--- config.mk ---
export PLATFORM = sky130hd
export DESIGN_NAME = mre_ctrl
export DESIGN_NICKNAME = d
export VERILOG_FILES = /design/src/hdl/mre_pkg.sv /design/src/hdl/mre_ctrl.sv
export SDC_FILE = /design/constraint.sdc
export NUM_CORES = 1
export LEC_CHECK = 0
export BUFFER_PORTS_ARGS = -buffer_cell sky130_fd_sc_hd__buf_2
export CELL_PAD_IN_SITES_DETAIL_PLACEMENT = 1
export CELL_PAD_IN_SITES_GLOBAL_PLACEMENT = 1
export CORE_MARGIN = 1.5
export CORE_UTILIZATION = 36
export DETAILED_ROUTE_END_ITERATION = 10
export GPL_TIMING_DRIVEN = 0
export HOLD_SLACK_MARGIN = 0.05
export PLACE_DENSITY_LB_ADDON = 0.15
export SLEW_MARGIN = 20
export SYNTH_ARGS = -nofsm -noshare
export SYNTH_HDL_FRONTEND = slang
export SYNTH_SLANG_ARGS = --single-unit
--- constraint.sdc ---
create_clock -name clock -period 2 [get_ports clock]
set_input_delay 0.1 -clock clock [delete_from_list [all_inputs] [get_ports clock]]
set_output_delay 0.1 -clock clock [all_outputs]
set_load 0.02 [all_outputs]
--- src/hdl/mre_pkg.sv ---
`default_nettype none
package mre_pkg;

   localparam int NUM_REGS = 7;
   localparam int REG_W    = 63;
   localparam int IDX_W    = 3;

   localparam logic [16:0] ITEM_CAP = 17'd65536;
   localparam logic [47:0] SUM_MAX  = 48'hFFFF_FFFF_FFFF;

   localparam logic signed [63:0] S40_HI   = 64'sh0000_007F_FFFF_FFFF;
   localparam logic signed [63:0] S40_LO   = -64'sh0000_0080_0000_0000;
   localparam logic signed [42:0] DIFF_MAX = 43'sd2147483647;
   localparam logic [40:0]        PIX_SAT  = 41'h100_0000_0000;

   localparam logic [5:0] DIV_PIX_LAST  = 6'd39;
   localparam logic [5:0] DIV_MEAN_LAST = 6'd47;
   localparam logic [4:0] SQRT_LAST     = 5'd31;

   typedef enum logic [2:0] {
      REG_ROT0  = 3'd0,
      REG_ROT1  = 3'd1,
      REG_ROT2  = 3'd2,
      REG_TRANS = 3'd3,
      REG_CAM0  = 3'd4,
      REG_CAM1  = 3'd5,
      REG_CAM2  = 3'd6
   } reg_idx_type;

   localparam logic [REG_W-1:0] REG_RESET [NUM_REGS] = '{
      63'd524288, 63'd1099511627776, 63'd2305843009213693952, 63'd0,
      63'd256, 63'd536870912, 63'd1125899906842624
   };

   typedef enum logic [3:0] {
      GRP_C0  = 4'd0,
      GRP_C1  = 4'd1,
      GRP_C2  = 4'd2,
      GRP_S   = 4'd3,
      GRP_M   = 4'd4,
      GRP_PR0 = 4'd5,
      GRP_PR1 = 4'd6,
      GRP_PR2 = 4'd7,
      GRP_SQ  = 4'd8
   } grp_type;

   typedef enum logic [1:0] {
      DIV_U    = 2'd0,
      DIV_V    = 2'd1,
      DIV_MEAN = 2'd2
   } div_mode_type;

   typedef struct packed {
      logic signed [31:0] model_x;
      logic signed [31:0] model_y;
      logic signed [31:0] model_z;
      logic signed [17:0] normal_x;
      logic signed [17:0] normal_y;
      logic signed [17:0] normal_z;
      logic signed [31:0] mirror_dist;
      logic signed [31:0] obs_u;
      logic signed [31:0] obs_v;
      logic               last;
   } req_type;

   typedef struct packed {
      logic         load;
      logic         mul_en;
      logic         acc_clr;
      grp_type      grp;
      logic [1:0]   mul_k;
      logic         store_en;
      logic [1:0]   store_k;
      logic         div_start;
      div_mode_type div_mode;
      logic         sqrt_start;
      logic         fault_set;
      logic         upd_en;
      logic         out_load;
   } cmd_type;

   typedef struct packed {
      logic div_busy;
      logic sqrt_busy;
      logic pr2_pos;
      logic count_full;
      logic last;
      logic rsp_full;
   } status_type;

   function automatic logic signed [20:0] field(input logic [REG_W-1:0] r,
                                                input logic [1:0] col);
      logic signed [20:0] f;
      case (col)
         2'd0:    f = r[20:0];
         2'd1:    f = r[41:21];
         default: f = r[62:42];
      endcase
      return f;
   endfunction

endpackage
`default_nettype wire

--- src/hdl/mre_ctrl.sv ---
`default_nettype none
module mre_ctrl import mre_pkg::*; (
   input  logic       clock,
   input  logic       reset,
   input  logic       req_valid,
   output logic       req_ready,
   input  status_type status,
   output cmd_type    cmd
);

   typedef enum logic [9:0] {
      ST_IDLE  = 10'b00_0000_0001,
      ST_START = 10'b00_0000_0010,
      ST_MAC   = 10'b00_0000_0100,
      ST_CHK   = 10'b00_0000_1000,
      ST_DIVU  = 10'b00_0001_0000,
      ST_DIVV  = 10'b00_0010_0000,
      ST_SQ    = 10'b00_0100_0000,
      ST_SQRT  = 10'b00_1000_0000,
      ST_UPD   = 10'b01_0000_0000,
      ST_MEAN  = 10'b10_0000_0000
   } state_type;

   state_type  state_ff, state_in;
   logic [5:0] step_ff, step_in;
   logic       end_ff, end_in;
   logic [2:0] ph;

   assign ph = step_ff[2:0];

   always_comb begin
      state_in = state_ff;
      step_in  = step_ff;
      end_in   = 1'b0;
      cmd      = '0;
      cmd.grp  = GRP_C0;
      cmd.div_mode = DIV_U;
      if (end_ff) begin
         // wrap up the request: start the mean or return to idle
         if (status.last) begin
            cmd.div_start = 1'b1;
            cmd.div_mode  = DIV_MEAN;
            state_in      = ST_MEAN;
         end else begin
            state_in = ST_IDLE;
         end
      end else begin
         unique case (state_ff)
            ST_IDLE: begin
               cmd.load = req_valid;
               if (req_valid) state_in = ST_START;
            end
            ST_START: begin
               step_in = '0;
               if (status.count_full) end_in = 1'b1;
               else                   state_in = ST_MAC;
            end
            ST_MAC: begin
               cmd.grp   = grp_type'({1'b0, step_ff[5:3]});
               cmd.mul_k = ph[1:0];
               cmd.mul_en = ph < 3'd3;
               if (cmd.grp == GRP_M) begin
                  cmd.store_en = (ph >= 3'd1) && (ph <= 3'd3);
                  cmd.store_k  = ph[1:0] - 2'd1;
               end else begin
                  cmd.acc_clr  = ph == 3'd0;
                  cmd.store_en = ph == 3'd4;
               end
               step_in = step_ff + 6'd1;
               if (step_ff == 6'd63) state_in = ST_CHK;
            end
            ST_CHK: begin
               if (status.pr2_pos) begin
                  cmd.div_start = 1'b1;
                  cmd.div_mode  = DIV_U;
                  state_in      = ST_DIVU;
               end else begin
                  cmd.fault_set = 1'b1;
                  end_in        = 1'b1;
               end
            end
            ST_DIVU: begin
               if (!status.div_busy) begin
                  cmd.div_start = 1'b1;
                  cmd.div_mode  = DIV_V;
                  state_in      = ST_DIVV;
               end
            end
            ST_DIVV: begin
               step_in = '0;
               if (!status.div_busy) state_in = ST_SQ;
            end
            ST_SQ: begin
               cmd.grp     = GRP_SQ;
               cmd.mul_k   = step_ff[1:0];
               cmd.mul_en  = step_ff < 6'd2;
               cmd.acc_clr = step_ff == 6'd0;
               step_in     = step_ff + 6'd1;
               if (step_ff == 6'd3) begin
                  cmd.sqrt_start = 1'b1;
                  state_in       = ST_SQRT;
               end
            end
            ST_SQRT: begin
               if (!status.sqrt_busy) state_in = ST_UPD;
            end
            ST_UPD: begin
               cmd.upd_en = 1'b1;
               end_in     = 1'b1;
            end
            ST_MEAN: begin
               if (!status.div_busy && !status.rsp_full) begin
                  cmd.out_load = 1'b1;
                  state_in     = ST_IDLE;
               end
            end
            default: state_in = ST_IDLE;
         endcase
      end
   end

   always_ff @(posedge clock) begin
      if (reset) begin
         state_ff <= ST_IDLE;
         step_ff  <= '0;
         end_ff   <= 1'b0;
      end else begin
         state_ff <= state_in;
         step_ff  <= step_in;
         end_ff   <= end_in;
      end
   end

   assign req_ready = (state_ff == ST_IDLE) && !end_ff;

endmodule
`default_nettype wire

# After elaboration in Yosys (flattened, before gate mapping)
# Cells that the tools add are included.
totals:
  output_inout_bits: 20
  reg_bits: 17
classes:
  addsub: 2
  order_cmp: 4
  mux: 35
  eq_ne: 24
  reduce_logical: 14
  bitwise_logic: 1
ops:
  columns: ["cell", "n"]
  rows:
  - ["2-to-1 mux 10 bit", 11]
  - ["one-hot mux 10 bit (10 select lines)", 1]
  - ["inequality test 3 bit, second input constant", 9]
  - ["one-hot mux 8 bit (2 select lines)", 1]
  - ["2-to-1 mux 3 bit", 5]
  - ["2-to-1 mux 12 bit", 1]
  - ["one-hot mux 6 bit (2 select lines)", 1]
  - ["2-to-1 mux 1 bit", 11]
  - ["equality test 10 x 1 -> 1 bit, second input constant", 1]
  - ["equality test 10 bit, second input constant", 1]
  - ["equality test 10 x 2 -> 1 bit, second input constant", 1]
  - ["equality test 10 x 3 -> 1 bit, second input constant", 1]
  - ["equality test 10 x 4 -> 1 bit, second input constant", 1]
  - ["equality test 10 x 5 -> 1 bit, second input constant", 1]
  - ["equality test 10 x 6 -> 1 bit, second input constant", 1]
  - ["equality test 10 x 7 -> 1 bit, second input constant", 1]
  - ["equality test 10 x 8 -> 1 bit, second input constant", 1]
  - ["equality test 10 x 9 -> 1 bit, second input constant", 1]
  - ["AND reduction 10 bit", 1]
  - ["adder 6 x 1 -> 6 bit, second input constant", 1]
  - ["equality test 3 bit, second input constant", 2]
  - ["equality test 6 x 2 -> 1 bit, second input constant", 1]
  - ["equality test 6 bit, second input constant", 1]
  - ["logical NOT 6 bit", 1]
  - ["other kinds (17)", 23]

# Depth between registers and ports, before layout
# Gate-level depths: netlist (run 1).
logic_depth:
  ltp_word: 5
  ltp_mapped: 7

# Least setup slack after synthesis (run 1)
# OpenSTA, ideal clock, no wires.
synth_timing:
  path_type: "flip-flop to output port"
  from: "reg state_ff[8]"
  to: "out cmd[9] (netlist bit)"
  path_stages_with_launch: 6
  required_time_ps: 1900
  arrival_time_ps: 2269
  slack_ps: -369
  path_cell_list: "dfxtp_1 -> buf_6 -> nor4_1 -> buf_4 -> nand4_1 -> a2111oi_0"
synth_rtl:
  columns: ["element", "line_no", "text"]
  rows:
  - ["start, declared", "mre_ctrl.sv:24", "state_type state_ff, state_in;"]
  - ["start signal, assigned", "mre_ctrl.sv:128", "state_ff <= state_in;"]
  - ["end, declared", "mre_ctrl.sv:8", "output cmd_type cmd"]

==> metrics, run 1 <==
FMAX=around 0.47 GHz; critical setup path kind=flip-flop to output port; Clock Pin Slew Worst Setup and Hold Paths=~0.080 ns; grt ovf=0; CP bufs+invs=3; worst hold path class=input port to flip-flop; RSZ-0062 raised after global routing=true; Max IR drop VDD=between 0.3 and 0.4 mV; Die H=around 66 um; Port-buffer cells=28; Final min period=2.14 ns; Post-synth ARST share=0; vias in the first global route=between 1.5k and 2k; final worst slack=-0.145 ns; cell area after layout=~0.0022 mm^2; final setup violation count=16; Post-DRT Antenna Nets=0; failing checks=negative setup slack; crit-path max FO=6; CTS tree=yes; Hold Crit Start=reset; #FFs+latches synth=17; run status=finished, violations left; die extent in x=~66 um; worst slew pin tran=approximately 0.73 ns; synth unique cells=between 50 and 60; number of hold violations in the final report=0; area occupied by multi-input gates=0.00119 mm^2; initial core utilization=0.382; Max H-tree Level=1; Fillers=approximately 450; crit path capture type=output port; vias per inst=about 6.2; pwr dens=438 mW/mm^2; Final period util=1.07; Met2 Wirelength=3030 um; # DRC=0; dpl cells=between 200 and 300; r2r setup slk=-0.09 ns; FF-to-FF Start=state_ff[9]$_SDFFE_PP0P_; worst skew pair latency=0.27 ns; number of flops mapped to enable cells by yosys=0; met3 wire length=around 360 um; Power, Total=0.000946 W; Syn-to-layout area delta=52.0%; root buf cell=clkbuf_8; crit path launch=state_ff[9]$_SDFFE_PP0P_; Hold Buf Count CTS=0; hpwl dp=around 3500 um; max-cap violations=0; Routed WL=6140 um; full die area=between 0.004 and 0.005 mm^2; post-layout util=0.581; Slew Limit Fails=0; Leak=about 0.89 nW; Inserted Clock Buffers=3; global-route usage over all layers=0.277; crit-path most repeated cell=buf_4; ratio of cells with drive above 1 in the final layout=0.508; DR vias=roughly 1.8k; routability cong.=0.835; standard-cell row count=22; Clock Skew=between 0.0015 and 0.002 ns; Cells after Synth=182; dpl cell area=between 0.0015 and 0.002 mm^2; Worst setup SP type=flip-flop; Post-Syn Nets=just under 200; crit path max-delay cell type=dfxtp_4; WL/cell=21.5 um; CP max stage delay=0.36 ns; Netlist Area Pre-Place=between 0.001 and 0.0015 mm^2; crit path DAT=a little over 2 ns; clk sink count=17; Primary FF master, synth=dfxtp_1; core box area=about 0.0037 mm^2; global-route wire length before repair=approximately 9000 um; antenna cells=0; CTS max path bufs=2; Setup TNS=-1.25 ns; family with the most delay on the worst path=simple AND/OR/NAND/NOR gates; Slew Limit Headroom=0.514; DRT iter0 DRCs=between 100 and 150; Finished Layout Cells=between 200 and 300; drt pass-1 iters=4; met1 wire length=between 2000 and 3000 um; Cell Chain, Critical Path=nor4_4 > buf_4 > nand4_1 > buf_4 > nor3b_2 > nor2_1 > nor2_1 > buf_4; uppermost layer routed=met4; antenna violations before repair=0; Synth warnings=0; largest net degree at the start of global routing=11; FF+latch area=365 um^2; syn_area_per_cell=7.80 um^2; Data required, critical path=1.90 ns; final net count=around 250; sequential share of the synthesized area=0.240; IO Count=29
per-stage QoR:
| step | hold slack, ns | setup slack, ns |
|---|---|---|
| 6_report | 0.113 | -0.145 |
| 5_1_grt | 0.128 | -0.209 |
| 3_5_place_dp | 0.375 | -0.303 |
| 3_3_place_gp | 0.362 | -0.220 |
| 4_1_cts | 0.0931 | -0.0811 |
| 2_1_floorplan | 0.178 | 0.0457 |
cells in the mapped netlist (2+ instances only):
master,number,area share
nor3_1,7,0.025
inv_1,7,0.019
clkbuf_1,4,0.011
nor4_1,4,0.018
nand2_1,15,0.040
clkbuf_8,2,0.019
nor2b_1,3,0.013
nand4b_1,4,0.025
xnor2_1,4,0.025
or3b_4,2,0.016
nor3_2,3,0.021
buf_4,3,0.016
a32o_1,2,0.014
a311oi_1,2,0.012
nor2_1,24,0.063
or4_4,2,0.016
nand3_1,6,0.021
ha_1,4,0.035
nand3b_1,4,0.021
nand4_1,7,0.031
a21oi_1,10,0.035
a211oi_1,2,0.011
a31oi_1,2,0.0088
dfxtp_1,17,0.24
o21ai_0,2,0.0070
buf_6,2,0.016
o31ai_1,3,0.016
and2_1,5,0.022
nor3b_1,5,0.026
worst paths after layout:
check | cells after the start | endpoint
max | 8 | cmd[17]
min | 2 | state_ff[2]$_SDFFE_PP0P_
max reg2reg | 7 | state_ff[0]$_SDFFE_PP1P_
min reg2reg | 2 | step_ff[0]$_SDFFE_PP0P_
sequential cells by signal, summed over array words and instances (netlist names):
register / flops
state_ff: 10
step_ff: 6
end_ff: 1
placed cells by master, fill, tap and decap left out, types with 3 or more instances in the layout:
cell type  count
nor2_1        17
inv_1          7
a21oi_1        8
nand2_1       13
buf_6         10
dfxtp_1        7
nor2_2         5
nor3_4         3
nor3_1         6
nand4_1        7
nand4b_1       4
nor3b_2        4
buf_2         19
nand3_1        6
dfxtp_2        5
nand3b_1       4
and2_1         3
ha_1           3
xnor2_1        4
a2111oi_2      3
dfxtp_4        5
clkbuf_8       5
buf_4         31
logic make-up after synthesis:
| group | count (synthesis) | synth area share |
|---|---|---|
| and+or+nand+nor | 100 | 0.407 |
| DFF | 17 | 0.240 |
| buffers and inverters | 18 | 0.0802 |
| AOI/OAI and AO/OA | 37 | 0.199 |
| muxes | 1 | 0.00793 |
| adders and majority gates | 4 | 0.0352 |
| xor gates and xnor gates | 5 | 0.0308 |
final cells by class:
cell class / count / share of cell area
Buffer: 8 / 0.0354
Clock buffer: 4 / 0.0209
Inverter: 7 / 0.0122
Multi-Input combinational cell: 147 / 0.551
Sequential cell: 17 / 0.169
Tap cell: 48 / 0.0278
Timing Repair Buffer: 55 / 0.183
layer usage:
| layer | up-vias | global-route usage |
|---|---|---|
| met4 | 0 | 0.112 |
| li1 | 789 | - |
| met3 | 14 | 0.0358 |
| met1 | 898 | 0.362 |
| met2 | 85 | 0.458 |
| met5 | - | 0 |
where the power goes:
| group | internal [W] | switching [W] | leakage [nW] |
|---|---|---|---|
| registers | 0.000343 | 0.0000121 | 0.143 |
| clock network | 0.000143 | 0.000149 | 0.0228 |
| logic | 0.000137 | 0.000162 | 0.723 |
| total | 0.000622 | 0.000323 | 0.889 |
timing repair:
item                                    4_1_cts  5_1_grt
endpoints found under the setup margin       29       29
pin swaps                                    11       19
buffers inserted                             16       11
gates resized for setup                      34       40
Note: power is estimated with default switching activity, not from simulation.
==> run 2, diff against run 1 <==
- CTS_BUF_LIST: not set -> sky130_fd_sc_hd__clkbuf_8 sky130_fd_sc_hd__clkbuf_16
- TNS_END_PERCENT: not set -> 5
==> run 2 against run 1 <==
Effect of this change: the flow still finishes with violations (negative setup slack); register-to-register slack improved by 0.04 ns; fmax up 1.8%; sequential cell count stayed put; total power shrank 6.8%; clock power down 7.6%; critical path type unchanged; largest power group unchanged; utilization decreased by 4.4 points; non-clock buffer count down 6.
==> metrics, run 2 (same netlist as run 1, synthesis figures left out) <==
run status=finished, violations left (unchanged); failing checks=negative setup slack (unchanged); WL/cell=18.2 um (was 21.5 um); vias in the first global route=1578 (was 1769); # DRC=0 (unchanged); global-route usage over all layers=0.239 (was 0.277); full die area=0.00433 mm^2 (unchanged); Min Hold Slack=0.0895 ns (was 0.113 ns); most frequent cells in the layout=buf_4, buf_2, nor2_1 (unchanged); Hold Crit Start=reset (unchanged); DRT iter0 DRCs=69 (was 123); worst hold path class=input port to flip-flop (unchanged); FF-to-FF Start=state_ff[1]$_SDFFE_PP0P_ (was state_ff[9]$_SDFFE_PP0P_); Max H-tree Level=1 (unchanged); hpwl dp=3360 um (was 3490 um); initial core utilization=0.382 (unchanged); worst skew pair latency=0.26 ns (was 0.27 ns); dpl cells=258 (unchanged); ratio of cells with drive above 1 in the final layout=0.431 (was 0.508); max-cap violations=0 (unchanged); largest net degree at the start of global routing=11 (unchanged); root buf cell=clkbuf_8 (unchanged); clk sink count=17 (unchanged); routability cong.=0.824 (was 0.835); drt pass-1 iters=4 (unchanged); dpl cell area=0.00163 mm^2 (about the same); antenna violations before repair=0 (unchanged); crit-path max FO=6 (unchanged); FMAX=0.475 GHz (was 0.466 GHz); Data required, critical path=1.90 ns (about the same); die extent in x=65.8 um (unchanged); DR vias=1598 (was 1786); pwr dens=442 mW/mm^2 (was 438 mW/mm^2); vias per inst=5.71 (was 6.24); Port-buffer cells=28 (unchanged); Syn-to-layout area delta=40.4% (was 52.0%); Routed WL=5080 um (was 6140 um); Max IR drop VDD=0.200 mV (was 0.326 mV); Most flops, register=state_ff (unchanged); Inserted Clock Buffers=3 (unchanged); Top Registers=state_ff: 10 flops, step_ff: 6 flops, end_ff: 1 flops (unchanged); Leak=0.849 nW (was 0.889 nW); Clock Pin Slew Worst Setup and Hold Paths=0.08 ns (about the same); post-layout util=0.536 (was 0.581); Final min period=2.11 ns (was 2.14 ns); commonest non-fill, non-tap cell in the layout=buf_4 (unchanged); Slew Limit Fails=0 (unchanged); Fillers=475 (was 445); Post-DRT Antenna Nets=0 (unchanged); crit path capture type=output port (unchanged); Worst setup SP type=flip-flop (unchanged); number of hold violations in the final report=0 (unchanged); Finished Layout Cells=280 (was 286); cell area after layout=0.00199 mm^2 (was 0.00216 mm^2); RSZ-0062 raised after global routing=true (unchanged); standard-cell row count=22 (unchanged); Hold Buf Count CTS=0 (unchanged); grt ovf=0 (unchanged); crit path DAT=2.01 ns (was 2.04 ns); final setup violation count=7 (was 16); crit path launch=state_ff[2]$_SDFFE_PP0P_ (was state_ff[9]$_SDFFE_PP0P_); antenna cells=0 (unchanged); Clock Skew=0.00552 ns (was 0.00188 ns); max reg flops=10 (unchanged); CTS tree=yes (unchanged); final worst slack=-0.106 ns (was -0.145 ns); core box area=0.00372 mm^2 (unchanged); Slew Limit Headroom=0.610 (was 0.514); worst slew pin tran=0.585 ns (was 0.729 ns); final net count=246 (was 252); Die H=65.8 um (unchanged); global-route wire length before repair=7940 um (was 9040 um); critical setup path kind=flip-flop to output port (unchanged); Final period util=1.05 (was 1.07); CTS max path bufs=2 (unchanged); Power, Total=0.000882 W (was 0.000946 W); IO Count=29 (unchanged)
-- run 2: cell count changes in the layout (fill, tap and decap cells not counted), sizes merged --
cell    before  now
buf         60   54
clkbuf       7    6
inv          7    8
-- run 2: stage by stage --
stage / setup TNS, ns / worst slack (ns)
3_3_place_gp: -0.757 / -0.229
4_1_cts: -0.300 / -0.0777
3_5_place_dp: -1.18 / -0.279
6_report: -0.303 / -0.106
5_1_grt: -1.10 / -0.150
2_1_floorplan: -0.000803 / -0.000803
-- run 2: final timing paths --
kind	endpoint	slack, ns	depth (start not counted)
worst max-delay path	cmd[6]	-0.11	6
worst min-delay path	state_ff[2]$_SDFFE_PP0P_	0.09	2
worst max register to register	state_ff[0]$_SDFFE_PP1P_	-0.05	5
worst min register to register	step_ff[0]$_SDFFE_PP0P_	0.54	2
-- run 2: report_power, final --
part / switching (W) / internal (W) / leakage [nW]
Combinational: 0.000132 / 0.000122 / 0.681
Sequential: 0.0000142 / 0.000344 / 0.141
Clock: 0.000133 / 0.000137 / 0.0269
-- run 2: worst max-delay path, stage by stage, from the launching register on --
cell	delay, ns
dfxtp_4	0.37
or4_4	0.54
or3b_4	0.42
nor2_1	0.11
nand2_1	0.11
nand3_2	0.08
buf_6	0.12
-- run 2: area by class of cell --
type	count	area [um^2]	share of cell area
multi-input combinational	147	1100	0.553
sequential	17	359	0.180
timing repair buffer	47	313	0.157
buffer	10	87.6	0.0439
tap	48	60.1	0.0301
clock buffer	3	41.3	0.0207
inverter	7	26.3	0.0132
clock inverter	1	3.75	0.00188
-- run 2: repair_timing --
action	in CTS	in global routing
buffers inserted	13	6
pin swaps	9	10
endpoints found under the setup margin	26	27
cloned	0	0
gates resized for setup	34	18
-- run 2: routing by layer --
metal / share of wire / global-route usage / vias up / wire length [um]
li1: - / - / 773 / -
met1: 0.43 / 0.302 / 774 / 2160
met2: 0.52 / 0.434 / 39 / 2660
met3: 0.024 / 0.0153 / 12 / 121
met4: 0.029 / 0.0677 / 0 / 146
met5: 0 / 0 / - / 0
